**src/nscs_pkg.sv**
```systemverilog
// ---------------------------------------------------------------------------
// nscs_pkg
// Types and fixed constants of the nested scissor clip stack.
// ---------------------------------------------------------------------------
`default_nettype none

package nscs_pkg;

  localparam int IN_DATA_W  = 88;
  localparam int OUT_DATA_W = 72;
  localparam int DEPTH_W    = 5;
  localparam int TH_W       = 15;
  localparam int ALU_W      = 18;

  localparam logic KIND_START = 1'b0;
  localparam logic KIND_DRAW  = 1'b1;

  // One clip box as held in the stack.
  typedef struct packed {
    logic signed [15:0] x;
    logic signed [15:0] y;
    logic [14:0]        w;
    logic [14:0]        h;
  } box_t;

  typedef enum logic [4:0] {
    ST_IDLE,
    ST_RD,
    ST_LD,
    ST_M0,
    ST_M1,
    ST_M2,
    ST_M3,
    ST_M4,
    ST_M5,
    ST_M6,
    ST_M7,
    ST_M8,
    ST_M9,
    ST_WR,
    ST_F0,
    ST_F1,
    ST_DONE
  } state_t;

endpackage

`default_nettype wire

```
**src/nscs_ram.sv**
```systemverilog
// ---------------------------------------------------------------------------
// nscs_ram
// Generic single-write, single-read RAM with registered read data.
// ---------------------------------------------------------------------------
`default_nettype none

module nscs_ram #(
  parameter int WIDTH = 62,
  parameter int DEPTH = 17
) (
  input  wire logic                     clk,
  input  wire logic                     we,
  input  wire logic [$clog2(DEPTH)-1:0] waddr,
  input  wire logic [WIDTH-1:0]         wdata,
  input  wire logic [$clog2(DEPTH)-1:0] raddr,
  output logic      [WIDTH-1:0]         rdata
);

  logic [WIDTH-1:0] mem [DEPTH];

  always_ff @(posedge clk) begin
    if (we) begin
      mem[waddr] <= wdata;
    end
    rdata <= mem[raddr];
  end

endmodule

`default_nettype wire

```
**src/nested_scissor_clip_stack_core.sv**
```systemverilog
// ---------------------------------------------------------------------------
// nested_scissor_clip_stack_core
// Stack of nested axis-aligned scissor boxes, one result beat per item beat.
// ---------------------------------------------------------------------------
// Usage:
//   Input stream (in_*): one beat per item. in_tuser carries the kind (start
//   of list or draw item); in_tdata carries the box, clip depth, clipping
//   flag and target height. A start beat resets the stack to the root box.
//   A draw beat cuts the stack back to its clip depth, replaces a sibling
//   clip at the same depth and, when clipping, pushes its box intersected
//   with the parent box. A push onto a full stack is dropped and flagged.
//   Output stream (out_*): exactly one beat per input beat, in order, with
//   the enable flag, the top box (y flipped against the target height) and
//   the overflow flag.
// Timing: all arithmetic goes through one 18-bit add/subtract unit stepped
//   by the state machine, and the stack lives in a RAM with registered read.
//   A start flips y; a draw on an empty stack goes straight to the result;
//   other draws read the top, intersect and push if clipping and not full,
//   then flip y. in_tready is low while an item is in progress.
// Stall: the result sits in an output register; the next input beat is
//   taken while it waits, and the block holds in its last step only when a
//   new result is ready and the old one has not been taken.
// Reset: synchronous, active low; empties the stack and drops any pending
//   result. Stack RAM contents are not cleared and need not be.
// ---------------------------------------------------------------------------
`default_nettype none

module nested_scissor_clip_stack_core #(
  parameter int STACK_DEPTH = 17
) (
  input  wire logic                             clk,
  input  wire logic                             rst_n,
  input  wire logic                             in_tvalid,
  output logic                                  in_tready,
  // in_tdata, low bit up: box_x[15:0], box_y[31:16], box_width[46:32],
  // box_height[61:47], clip_depth[66:62], is_clipping[67],
  // target_height[82:68], zero pad[87:83]
  input  wire logic [nscs_pkg::IN_DATA_W-1:0]  in_tdata,
  // in_tuser: kind[0]
  input  wire logic                             in_tuser,
  output logic                                  out_tvalid,
  input  wire logic                             out_tready,
  // out_tdata, low bit up: scissor_enable[0], scissor_x[16:1],
  // scissor_y[33:17], scissor_width[48:34], scissor_height[63:49],
  // overflow[64], zero pad[71:65]
  output logic      [nscs_pkg::OUT_DATA_W-1:0] out_tdata
);

  localparam int CW = $clog2(STACK_DEPTH + 1);
  localparam int AW = $clog2(STACK_DEPTH);
  localparam int KW = (CW > nscs_pkg::DEPTH_W) ? CW : nscs_pkg::DEPTH_W;
  localparam int BW = $bits(nscs_pkg::box_t);

  // Decode of the input beat
  logic                          in_kind;
  nscs_pkg::box_t                in_box;
  logic [nscs_pkg::DEPTH_W-1:0]  in_depth;
  logic                          in_clip;
  logic [nscs_pkg::TH_W-1:0]     in_th;

  assign in_kind    = in_tuser;
  assign in_box.x   = in_tdata[15:0];
  assign in_box.y   = in_tdata[31:16];
  assign in_box.w   = in_tdata[46:32];
  assign in_box.h   = in_tdata[61:47];
  assign in_depth   = in_tdata[66:62];
  assign in_clip    = in_tdata[67];
  assign in_th      = in_tdata[82:68];

  // Registers
  nscs_pkg::state_t              state_r, state_nxt;
  logic [CW-1:0]                 count_r, count_nxt;
  logic                          out_tvalid_r, out_tvalid_nxt;
  logic [nscs_pkg::OUT_DATA_W-1:0] out_tdata_r, out_tdata_nxt;
  nscs_pkg::box_t                a_r, a_nxt;
  nscs_pkg::box_t                b_r, b_nxt;
  logic [nscs_pkg::TH_W-1:0]     th_r, th_nxt;
  logic [AW-1:0]                 addr_r, addr_nxt;
  logic                          meet_r, meet_nxt;
  logic                          ovf_r, ovf_nxt;
  logic                          en_r, en_nxt;
  logic signed [15:0]            rx_r, rx_nxt;
  logic signed [15:0]            ry_r, ry_nxt;
  logic [14:0]                   rw_r, rw_nxt;
  logic [14:0]                   rh_r, rh_nxt;
  logic signed [nscs_pkg::ALU_W-1:0] ea_r, ea_nxt;
  logic signed [nscs_pkg::ALU_W-1:0] eb_r, eb_nxt;
  logic signed [nscs_pkg::ALU_W-1:0] em_r, em_nxt;
  logic signed [16:0]            fy_r, fy_nxt;

  // Stack cut-back decision on the accepted beat
  logic [CW-1:0] child, cut1, cut2, new_count;
  logic          full;

  always_comb begin
    child = count_r - CW'(1);
    cut1  = (KW'(in_depth) < KW'(child)) ? CW'(in_depth) : child;
    cut2  = (in_clip && (cut1 != '0) && (KW'(cut1) == KW'(in_depth)))
          ? cut1 - CW'(1) : cut1;
    new_count = cut2 + CW'(1);
    full      = (new_count >= CW'(STACK_DEPTH));
  end

  // Shared add/subtract unit
  logic signed [nscs_pkg::ALU_W-1:0] alu_a, alu_b, alu_sum;
  logic                              alu_sub, alu_neg;

  assign alu_sum = alu_sub ? (alu_a - alu_b) : (alu_a + alu_b);
  assign alu_neg = alu_sum[nscs_pkg::ALU_W-1];

  // Stack RAM
  logic          ram_we;
  logic [AW-1:0] ram_waddr;
  logic [BW-1:0] ram_wdata, ram_rdata;
  nscs_pkg::box_t rd_box, r_box;

  assign rd_box   = ram_rdata;
  assign r_box.x  = rx_r;
  assign r_box.y  = ry_r;
  assign r_box.w  = rw_r;
  assign r_box.h  = rh_r;

  nscs_ram #(
    .WIDTH (BW),
    .DEPTH (STACK_DEPTH)
  ) u_nscs_ram (
    .clk   (clk),
    .we    (ram_we),
    .waddr (ram_waddr),
    .wdata (ram_wdata),
    .raddr (addr_r),
    .rdata (ram_rdata)
  );

  logic in_acc;
  assign in_tready  = (state_r == nscs_pkg::ST_IDLE);
  assign in_acc     = in_tvalid && in_tready;
  assign out_tvalid = out_tvalid_r;
  assign out_tdata  = out_tdata_r;

  always_comb begin
    state_nxt      = state_r;
    count_nxt      = count_r;
    out_tvalid_nxt = out_tvalid_r;
    out_tdata_nxt  = out_tdata_r;
    a_nxt          = a_r;
    b_nxt          = b_r;
    th_nxt         = th_r;
    addr_nxt       = addr_r;
    meet_nxt       = meet_r;
    ovf_nxt        = ovf_r;
    en_nxt         = en_r;
    rx_nxt         = rx_r;
    ry_nxt         = ry_r;
    rw_nxt         = rw_r;
    rh_nxt         = rh_r;
    ea_nxt         = ea_r;
    eb_nxt         = eb_r;
    em_nxt         = em_r;
    fy_nxt         = fy_r;
    alu_a          = '0;
    alu_b          = '0;
    alu_sub        = 1'b0;
    ram_we         = 1'b0;
    ram_waddr      = addr_r + AW'(1);
    ram_wdata      = r_box;

    // Drop the result beat once taken
    if (out_tvalid_r && out_tready) begin
      out_tvalid_nxt = 1'b0;
    end

    case (state_r)
      nscs_pkg::ST_IDLE: begin
        if (in_acc) begin
          b_nxt  = in_box;
          th_nxt = in_th;
          ovf_nxt = 1'b0;
          meet_nxt = 1'b0;
          if (in_kind == nscs_pkg::KIND_START) begin
            // Root box goes to the bottom slot and is the top at once
            ram_we    = 1'b1;
            ram_waddr = '0;
            ram_wdata = in_box;
            count_nxt = CW'(1);
            a_nxt     = in_box;
            en_nxt    = 1'b1;
            state_nxt = nscs_pkg::ST_F0;
          end else if (count_r == '0) begin
            en_nxt    = 1'b0;
            state_nxt = nscs_pkg::ST_DONE;
          end else begin
            en_nxt   = 1'b1;
            addr_nxt = AW'(cut2);
            if (in_clip && full) begin
              ovf_nxt   = 1'b1;
              count_nxt = new_count;
            end else if (in_clip) begin
              meet_nxt  = 1'b1;
              count_nxt = new_count + CW'(1);
            end else begin
              count_nxt = new_count;
            end
            state_nxt = nscs_pkg::ST_RD;
          end
        end
      end
      nscs_pkg::ST_RD: begin
        state_nxt = nscs_pkg::ST_LD;
      end
      nscs_pkg::ST_LD: begin
        a_nxt     = rd_box;
        state_nxt = meet_r ? nscs_pkg::ST_M0 : nscs_pkg::ST_F0;
      end
      // Intersection: max of left and top edges, then x axis: min of right edges
      nscs_pkg::ST_M0: begin
        alu_a = nscs_pkg::ALU_W'(a_r.x);
        alu_b = nscs_pkg::ALU_W'(b_r.x);
        alu_sub = 1'b1;
        rx_nxt = alu_neg ? b_r.x : a_r.x;
        state_nxt = nscs_pkg::ST_M1;
      end
      nscs_pkg::ST_M1: begin
        alu_a = nscs_pkg::ALU_W'(a_r.y);
        alu_b = nscs_pkg::ALU_W'(b_r.y);
        alu_sub = 1'b1;
        ry_nxt = alu_neg ? b_r.y : a_r.y;
        state_nxt = nscs_pkg::ST_M2;
      end
      nscs_pkg::ST_M2: begin
        alu_a = nscs_pkg::ALU_W'(a_r.x);
        alu_b = $signed({3'b000, a_r.w});
        ea_nxt = alu_sum;
        state_nxt = nscs_pkg::ST_M3;
      end
      nscs_pkg::ST_M3: begin
        alu_a = nscs_pkg::ALU_W'(b_r.x);
        alu_b = $signed({3'b000, b_r.w});
        eb_nxt = alu_sum;
        state_nxt = nscs_pkg::ST_M4;
      end
      nscs_pkg::ST_M4: begin
        alu_a = ea_r;
        alu_b = eb_r;
        alu_sub = 1'b1;
        em_nxt = alu_neg ? ea_r : eb_r;
        state_nxt = nscs_pkg::ST_M5;
      end
      nscs_pkg::ST_M5: begin
        // Clamp at zero; a positive span never exceeds either width
        alu_a = em_r;
        alu_b = nscs_pkg::ALU_W'(rx_r);
        alu_sub = 1'b1;
        rw_nxt = alu_neg ? '0 : alu_sum[14:0];
        state_nxt = nscs_pkg::ST_M6;
      end
      // Intersection, y axis
      nscs_pkg::ST_M6: begin
        alu_a = nscs_pkg::ALU_W'(a_r.y);
        alu_b = $signed({3'b000, a_r.h});
        ea_nxt = alu_sum;
        state_nxt = nscs_pkg::ST_M7;
      end
      nscs_pkg::ST_M7: begin
        alu_a = nscs_pkg::ALU_W'(b_r.y);
        alu_b = $signed({3'b000, b_r.h});
        eb_nxt = alu_sum;
        state_nxt = nscs_pkg::ST_M8;
      end
      nscs_pkg::ST_M8: begin
        alu_a = ea_r;
        alu_b = eb_r;
        alu_sub = 1'b1;
        em_nxt = alu_neg ? ea_r : eb_r;
        state_nxt = nscs_pkg::ST_M9;
      end
      nscs_pkg::ST_M9: begin
        alu_a = em_r;
        alu_b = nscs_pkg::ALU_W'(ry_r);
        alu_sub = 1'b1;
        rh_nxt = alu_neg ? '0 : alu_sum[14:0];
        state_nxt = nscs_pkg::ST_WR;
      end
      nscs_pkg::ST_WR: begin
        // Push the intersection just above the parent
        ram_we    = 1'b1;
        a_nxt     = r_box;
        state_nxt = nscs_pkg::ST_F0;
      end
      // Flip y: target height minus bottom edge of the top box
      nscs_pkg::ST_F0: begin
        alu_a = nscs_pkg::ALU_W'(a_r.y);
        alu_b = $signed({3'b000, a_r.h});
        ea_nxt = alu_sum;
        state_nxt = nscs_pkg::ST_F1;
      end
      nscs_pkg::ST_F1: begin
        alu_a = $signed({3'b000, th_r});
        alu_b = ea_r;
        alu_sub = 1'b1;
        fy_nxt = alu_sum[16:0];
        state_nxt = nscs_pkg::ST_DONE;
      end
      nscs_pkg::ST_DONE: begin
        // Hold until the output register is free
        if (!out_tvalid_r || out_tready) begin
          out_tvalid_nxt = 1'b1;
          if (en_r) begin
            out_tdata_nxt = {7'b0, ovf_r, a_r.h, a_r.w, fy_r, a_r.x, 1'b1};
          end else begin
            out_tdata_nxt = {7'b0, ovf_r, 64'b0};
          end
          state_nxt = nscs_pkg::ST_IDLE;
        end
      end
      default: begin
        state_nxt = nscs_pkg::ST_IDLE;
      end
    endcase
  end

  // Control state
  always_ff @(posedge clk) begin
    if (!rst_n) begin
      state_r      <= nscs_pkg::ST_IDLE;
      count_r      <= '0;
      out_tvalid_r <= 1'b0;
    end else begin
      state_r      <= state_nxt;
      count_r      <= count_nxt;
      out_tvalid_r <= out_tvalid_nxt;
    end
  end

  // Payload and working registers
  always_ff @(posedge clk) begin
    out_tdata_r <= out_tdata_nxt;
    a_r         <= a_nxt;
    b_r         <= b_nxt;
    th_r        <= th_nxt;
    addr_r      <= addr_nxt;
    meet_r      <= meet_nxt;
    ovf_r       <= ovf_nxt;
    en_r        <= en_nxt;
    rx_r        <= rx_nxt;
    ry_r        <= ry_nxt;
    rw_r        <= rw_nxt;
    rh_r        <= rh_nxt;
    ea_r        <= ea_nxt;
    eb_r        <= eb_nxt;
    em_r        <= em_nxt;
    fy_r        <= fy_nxt;
  end

endmodule

`default_nettype wire

```
**config.mk**
```make
export PLATFORM = sky130hd
export DESIGN_NAME = nested_scissor_clip_stack_core
export DESIGN_NICKNAME = d
export VERILOG_FILES = /design/src/nscs_pkg.sv /design/src/nscs_ram.sv /design/src/nested_scissor_clip_stack_core.sv
export SDC_FILE = /design/constraint.sdc
export NUM_CORES = 2
export LEC_CHECK = 0
export ABC_AREA = 1
export BUFFER_PORTS_ARGS = -buffer_cell sky130_fd_sc_hd__buf_2
export CAP_MARGIN = 0
export CORE_MARGIN = 2
export CORE_UTILIZATION = 40
export CTS_CLUSTER_SIZE = 28
export DETAILED_ROUTE_END_ITERATION = 10
export PLACE_DENSITY = 0.51
export SLEW_MARGIN = 10
export SYNTH_ARGS = -nofsm -noshare
export SYNTH_HDL_FRONTEND = slang
export SYNTH_SLANG_ARGS = --single-unit
```
**constraint.sdc**
```tcl
create_clock -name clk -period 9.8 [get_ports clk]
set_clock_uncertainty 0.2 [all_clocks]
set_input_delay 0.49 -clock clk [delete_from_list [all_inputs] [get_ports clk]]
set_output_delay 0.49 -clock clk [all_outputs]
set_load 0.1 [all_outputs]
```
Yosys cells after proc, flatten, opt, wreduce, memory -nomap -nowiden:

Memory sizes are Yosys's and may differ from the RTL's. A register that Yosys moved wholly into a read port is not among the register bits.
Cells that the tools add are included.

* input bits: 93
* memories: 1
* bits in writable memories: 1054
* bits in registers: 356
* output and inout port bits: 74

Memory list
* u_nscs_ram.mem: words 17, width 62, rd ports 1, clocked after Yosys merged registers in 1, wr ports 1, line nscs_ram.sv:19 `logic [WIDTH-1:0] mem [DEPTH];`

* equality and inequality tests: 21
* order comparisons: 2
* multiplexer cells: 41
* add/sub/neg operators: 7
* reductions and logical operators: 27
* bitwise operators: 2

Operator list (count)
* $mux W62: 5
* $pmux W62 S3: 1
* $pmux W18 S10: 1
* $pmux W18 S7: 1
* $pmux W5 S17: 1
* $mux W5: 13
* $eq A5 B4 Y1 const B: 8
* $mux W18: 2
* $mux W16: 2
* $eq A5 B3 Y1 const B: 4
* $add A18 B18 Y18: 1
* $sub A18 B18 Y18: 1
* $add A5 B1 Y5 const B: 3
* $mux W15: 1
* $mux W1: 12
* $reduce_or A2 Y1: 6
* $eq A5 B2 Y1 const B: 2
* $logic_not A5 Y1: 2
* $sub A5 B1 Y5 const B: 2
* $reduce_or A3 Y1: 3
* $reduce_or A7 Y1: 1
* $ne A2 B2 Y1 const B: 3
* $reduce_and A2 Y1: 3
* $reduce_and A3 Y1: 2
* other kinds (15): 20

Depth between registers and ports, before layout:

* depth after elaboration: 13
* mapped depth: 31
* depth with buffers taken out: 31

Hierarchy:

From an unflattened synthesis, not the netlist that was laid out.

* cells, all modules: 5479
* area, all modules: 61575.3 um^2

By module, submodules not included
* nscs_ram: sequential area each 32891.5 um^2, instances 1, cells each 3601, area an instance 43416.6 um^2
* nested_scissor_clip_stack_core: sequential area each 10580.1 um^2, instances 1, cells each 1878, area an instance 18158.7 um^2

Least setup slack after synthesis:

Ideal clock, no wire load.

* kind: reg2reg
* start point: register state_r[3]
* end point: memory u_nscs_ram.mem[16][0], enable pin
* stages on the path, launching flop included: 12
* clock period less this slack: 9.809 ns
* arrival: 8.974 ns
* required time: 8.965 ns
* library setup time: 0.635 ns
* path slack: -0.009 ns
* cells stage by stage: dfxtp_1 -> nor2_1 -> nand2_1 -> nor2_1 -> inv_1 -> nor2_1 -> inv_1 -> nor2_1 -> inv_1 -> nand2_1 -> inv_1 -> nor4_1

* cells in the longest elaborated chain, start to end: 6

RTL lines
* start: declaration: line nested_scissor_clip_stack_core.sv:71 `nscs_pkg::state_t state_r, state_nxt;`
* start signal: assignment: line nested_scissor_clip_stack_core.sv:325 `state_r <= nscs_pkg::ST_IDLE;`
* start signal: assignment: line nested_scissor_clip_stack_core.sv:329 `state_r <= state_nxt;`
* $logic_not A5 Y1 *: line nested_scissor_clip_stack_core.sv:136 `assign in_tready = (state_r == nscs_pkg::ST_IDLE);`
* net in_tready: line nested_scissor_clip_stack_core.sv:34 `output logic in_tready,`
* $logic_and A1 B1 Y1: line nested_scissor_clip_stack_core.sv:137 `assign in_acc = in_tvalid && in_tready;`
* $mux W1: line nested_scissor_clip_stack_core.sv:175 `if (in_acc) begin`
* $pmux W1 S2: line nested_scissor_clip_stack_core.sv:173 `case (state_r)`
* $mux W1: line nscs_ram.sv:22 `if (we) begin`
* $mux W1 (implied by the code): line nscs_ram.sv:23 `mem[waddr] <= wdata;`
* end: declaration: line nscs_ram.sv:19

Mark *: on every way through the listed nets, which the timed path passes. The rest lies on a longest branch.

Worst setup path after layout:

* start point: register state_r[4]
* end point: register rw_r[1], data pin

* cells in the longest elaborated chain, start to end: 6

RTL lines
* $eq A5 B4 Y1, or another cell as far along: line nested_scissor_clip_stack_core.sv:173
* $reduce_or A3 Y1 (no line) / $reduce_or A2 Y1 (equally long branches)
* $pmux W18 S7 / $pmux W18 S10 (equally long branches): line nested_scissor_clip_stack_core.sv:173
* $add A18 B18 Y18 / $sub A18 B18 Y18 (equally long branches): line nested_scissor_clip_stack_core.sv:108 `assign alu_sum = alu_sub ? (alu_a - alu_b) : (alu_a + alu_b);`
* $mux W18 *: line nested_scissor_clip_stack_core.sv:108
* $mux W15 *
* end signal: assignment: line nested_scissor_clip_stack_core.sv:347 `rw_r <= rw_nxt;`
* end: declaration: line nested_scissor_clip_stack_core.sv:84 `logic [14:0] rw_r, rw_nxt;`

Every way passes the cells marked *; elsewhere a longest branch is shown, timed or not.
A chain may end at the register's enable or synchronous reset.

==> impl_results.md <==
* Most used flip-flop cell after synthesis: sky130_fd_sc_hd__edfxtp_1
* Synth Register Bits at 1472
* Kind of cell adding the most delay to the critical path: simple AND/OR/NAND/NOR gates
* Setup TNS after final layout at 0 ns
* Number of pins exceeding their max-slew limit in the final report at 0
* Weighted congestion at the end of routability-driven global placement at 1.01
* Slew at the pin closest to its max-slew limit at 1.20 ns
* Number of top-level design ports at 167
* Remaining design rule violation count at 0
* Share of layout cells above drive strength 1 at 11.4%
* Sequential fraction of the synthesis area at 71.9%
* Number of max-cap violations at 0
* Die Footprint at 154000 µm²
* Fraction of registers with async set/reset at 0%
* Capture point of the worst reg-to-reg path: rw_r[1]
* Antenna violations before repair at 7
* Gr ovfl total at 0
* Final cycle utilization of the critical path at 67.4%
* Number of cells on the worst reg-to-reg path at 26
* Post-placement cell count at 6989
* Kind of end point of the critical path: flip-flop
* Post-synthesis mux area share at 0%
* Buffers and inverters on the worst path at 6
* Number of DRC markers in iteration 0 at 4418
* Global-route usage over all layers at 24.3%
* Final Power at 21.9 mW
* Worst supply voltage drop on vdd at 391 µV
* Met1 track demand over resource at 34.1%
* Maximum level of the CTS H-tree at 4
* Setup repair after global routing missed its margin: no
* Fin worst setup slack at 3.19 ns
* Largest net degree at the start of global routing at 141
* Insertion delay to the later sink of the worst-skew pair at 0.80 ns
* Hold EP: state_r[1]
* Half-perimeter wire length of the detailed placement result at 114 mm
* Per-cell routed wire length at 25.9 µm
* Placeable core area at 150000 µm²
* Count of antenna-violating nets left after detailed routing at 0
* Vias after detailed routing at 40821
* Vias in the first global route at 38041
* Post-Place Worst Slack at 3.27 ns
* Hold Fails Final Rpt at 0
* Clk Tree Root Cell: sky130_fd_sc_hd__clkbuf_16
* Type of the setup path with the least slack: flip-flop to flip-flop
* Tightest hold margin at 0.189 ns
* Fraction of the mapped netlist area in compound gates at 11.6%
* Status: finished, final reports clean
* Relative area change from synthesis to final layout at 15.2%
* Required time of the critical path at 10.11 ns
* Sink count of the clock tree at 1472
* Router iterations before antenna repair at 6
* Dominant combinational cell family by area after synthesis: compound AO/OA/AOI/OAI gates
* Horizontal extent of the die at 393 µm
* Placement Rows at 142
* Height of the die at 393 µm
* Clk pin slew, worst setup/hold paths at 0.06 ns
* Simple-gate share of the synthesized area at 11.4%
* Netlist area before placement at 60500 µm²
* CP max FO at 51
* Total length of routed wires at 191 mm
* Met2 track demand over resource in global routing at 38.6%
* Number of buffers on the longest clock path at 3
* Number of buffers inserted by port buffering at 154
* Fraction of the mapped netlist area in adder cells at 0.612%
* Reg2reg start: state_r[4]
* Power per cell area at 314 nW/µm²
* Startpoint of the most critical hold path: in_tvalid
* First-pass GRT wire length at 271 mm
* Finish-stage setup viols at 0
* CTS tree: yes
* Rel. slew slack at 19.3%
* Met3 capacity usage during global routing at 3.78%
* Final standard cell count with taps included and fillers excluded at 7362
* Static Leak at 24.6 nW
* Number of buffers created by CTS at 156
* Cell count after synthesis at 4997
* Final net count at 5336
* Area share of xor/xnor cells in the synthesized design at 0.521%
* Crit path from: state_r[4]
* Initial core utilization at 40.3%
* Hold Crit Depth at 5
* Number of unique standard cell types used by synthesis at 61
* Total setup buffers inserted after CTS at 0
* Final min period at 6.61 ns
* Mean instance size in the synthesized netlist at 12.1 µm²
* Number of filler instances in the final layout at 13608
* Worst path max stage delay at 0.73 ns
* Yosys warning count at 0
* EDFF count, synth at 1399
* Slowest cell on the critical path: sky130_fd_sc_hd__nand3_4
* Most used routing layer in global routing: met2
* Worst min-delay path class: input port to flip-flop
* Arrival time reported for the critical path endpoint at 6.92 ns
* Via density per instance at 5.54
* Highest attainable clock frequency at 151 MHz
* Kind of start point of the critical path: flip-flop
* Register-to-register setup slack at 3.19 ns
==> kinds of logic (layout without fill, tap and decap cells) <==
| family | after synthesis | after routing |
|---|---|---|
| flops | 1472 | 1472 |
| xor+xnor | 36 | 36 |
| simple gates | 1680 | 1680 |
| buf+inv | 586 | 926 |
| compound gates | 1193 | 1193 |
| fa+ha+maj | 29 | 29 |
| other cells | 1 | 10 |
==> layer usage <==
metal	vias up	wire, µm
li1	18534	-
met1	20350	82400
met2	1610	88900
met3	325	13200
met4	2	6160
met5	-	13
==> report_power, final <==
part / switching (mW) / leakage, nW / internal, mW
clock: 2.49 / 2.53 / 3.48
sequential: 0.478 / 13.3 / 8.63
combinational: 5.15 / 8.76 / 1.64
total: 8.12 / 24.6 / 13.7
==> stage by stage <==
| step | cell area, µm² | util (%) |
|---|---|---|
| after floorplan | 60500 | - |
| after global placement | 63600 | 42.4 |
| after detailed placement | 63600 | 42.4 |
| after CTS | 69700 | 46.5 |
| after global routing | 69700 | 46.5 |
| final | 69700 | 46.5 |
==> what timing repair did <==
action	4_1_cts	5_1_grt
hold buffers	83	0
resized for setup	0	0
endpoints found under the hold margin	152	0
==> cells in the mapped netlist (3+ instances only) <==
master	number	area share [%]
sky130_fd_sc_hd__nor2_1	780	4.8
sky130_fd_sc_hd__o211ai_1	65	0.81
sky130_fd_sc_hd__buf_6	16	0.30
sky130_fd_sc_hd__nand3_2	6	0.099
sky130_fd_sc_hd__xor2_1	27	0.39
sky130_fd_sc_hd__ha_1	28	0.58
sky130_fd_sc_hd__a22oi_1	25	0.31
sky130_fd_sc_hd__nand2_4	5	0.093
sky130_fd_sc_hd__buf_1	15	0.093
sky130_fd_sc_hd__o22ai_1	262	2.7
sky130_fd_sc_hd__o32ai_1	62	0.90
sky130_fd_sc_hd__nand4_1	12	0.12
sky130_fd_sc_hd__a211oi_1	4	0.050
sky130_fd_sc_hd__a21oi_2	3	0.043
sky130_fd_sc_hd__o21ai_0	662	5.5
sky130_fd_sc_hd__nand2_1	613	3.8
sky130_fd_sc_hd__a21oi_1	49	0.41
sky130_fd_sc_hd__buf_4	16	0.20
sky130_fd_sc_hd__clkbuf_1	259	1.6
sky130_fd_sc_hd__nor2_4	10	0.19
sky130_fd_sc_hd__inv_1	256	1.6
sky130_fd_sc_hd__xnor2_1	9	0.13
sky130_fd_sc_hd__nand3_1	223	1.8
sky130_fd_sc_hd__edfxtp_1	1399	69
sky130_fd_sc_hd__inv_2	13	0.081
sky130_fd_sc_hd__a221oi_1	27	0.39
sky130_fd_sc_hd__nor2_2	6	0.062
sky130_fd_sc_hd__a22o_1	8	0.12
sky130_fd_sc_hd__a31oi_1	4	0.041
sky130_fd_sc_hd__nor3_1	12	0.099
sky130_fd_sc_hd__dfxtp_1	73	2.4
sky130_fd_sc_hd__o2bb2ai_1	3	0.043
sky130_fd_sc_hd__a221oi_2	3	0.074
sky130_fd_sc_hd__buf_2	8	0.066
==> how the worst max path moves through the flow <==
stage          slack (ns)  depth (start not counted)               endpoint
2_1_floorplan        2.61                         11  u_nscs_ram.mem[16][0]
3_3_place_gp         3.37                         26                rw_r[1]
3_5_place_dp         3.27                         26                rh_r[3]
4_1_cts              3.27                         26                rw_r[3]
5_1_grt              2.82                         26                rw_r[1]
6_report             3.19                         26                rw_r[1]
==> layout make-up <==
| cell class | count | area [µm²] | share of cell area [%] |
|---|---|---|---|
| diodes | 3 | 7.51 | 0.0108 |
| clock inverters | 67 | 748 | 1.07 |
| flip-flops and latches | 1472 | 43500 | 62.4 |
| clock buffers | 220 | 4430 | 6.35 |
| multi-input cells | 2945 | 14800 | 21.3 |
| inverters | 271 | 1040 | 1.49 |
| repair buffers | 368 | 2620 | 3.76 |
| well taps | 2016 | 2520 | 3.62 |
==> worst register-to-register path: cells and delay by family, from the launching register on <==
family	cells	cell delay (ns)
AND/OR/NAND/NOR	13	2.95
XOR/XNOR	1	0.14
AO/OA/AOI/OAI	4	0.90
adder cells (fa/ha/maj)	2	0.58
flip-flops	1	0.44
buffers and inverters	6	1.14
==> flip-flops by register name, indices dropped and copies added (netlist names), 5 cells and up <==
name,cells
rx_r,16
ea_r,18
count_r,5
a_r,62
rw_r,15
out_tdata,65
b_r,62
rh_r,15
addr_r,5
u_nscs_ram.rdata,62
em_r,18
fy_r,17
eb_r,18
state_r,5
u_nscs_ram.mem,1054
ry_r,16
th_r,15
==> layout by cell type (no fill, tap or decap), types with 27 or more instances in the layout <==
| cell | count |
|---|---|
| sky130_fd_sc_hd__inv_1 | 252 |
| sky130_fd_sc_hd__ha_1 | 28 |
| sky130_fd_sc_hd__dlygate4sd3_1 | 83 |
| sky130_fd_sc_hd__buf_2 | 154 |
| sky130_fd_sc_hd__dfxtp_1 | 73 |
| sky130_fd_sc_hd__edfxtp_1 | 1399 |
| sky130_fd_sc_hd__o22ai_1 | 262 |
| sky130_fd_sc_hd__a21oi_1 | 48 |
| sky130_fd_sc_hd__o211ai_1 | 65 |
| sky130_fd_sc_hd__o32ai_1 | 62 |
| sky130_fd_sc_hd__a221oi_1 | 27 |
| sky130_fd_sc_hd__o21ai_0 | 618 |
| sky130_fd_sc_hd__nand3_1 | 223 |
| sky130_fd_sc_hd__nor2_1 | 761 |
| sky130_fd_sc_hd__nand2_1 | 612 |
| sky130_fd_sc_hd__o21ai_1 | 38 |
| sky130_fd_sc_hd__nor2_4 | 29 |
| sky130_fd_sc_hd__clkbuf_1 | 38 |
| sky130_fd_sc_hd__buf_4 | 128 |
| sky130_fd_sc_hd__clkbuf_16 | 158 |
| sky130_fd_sc_hd__xor2_1 | 27 |
(Power assumes the default switching activity.)
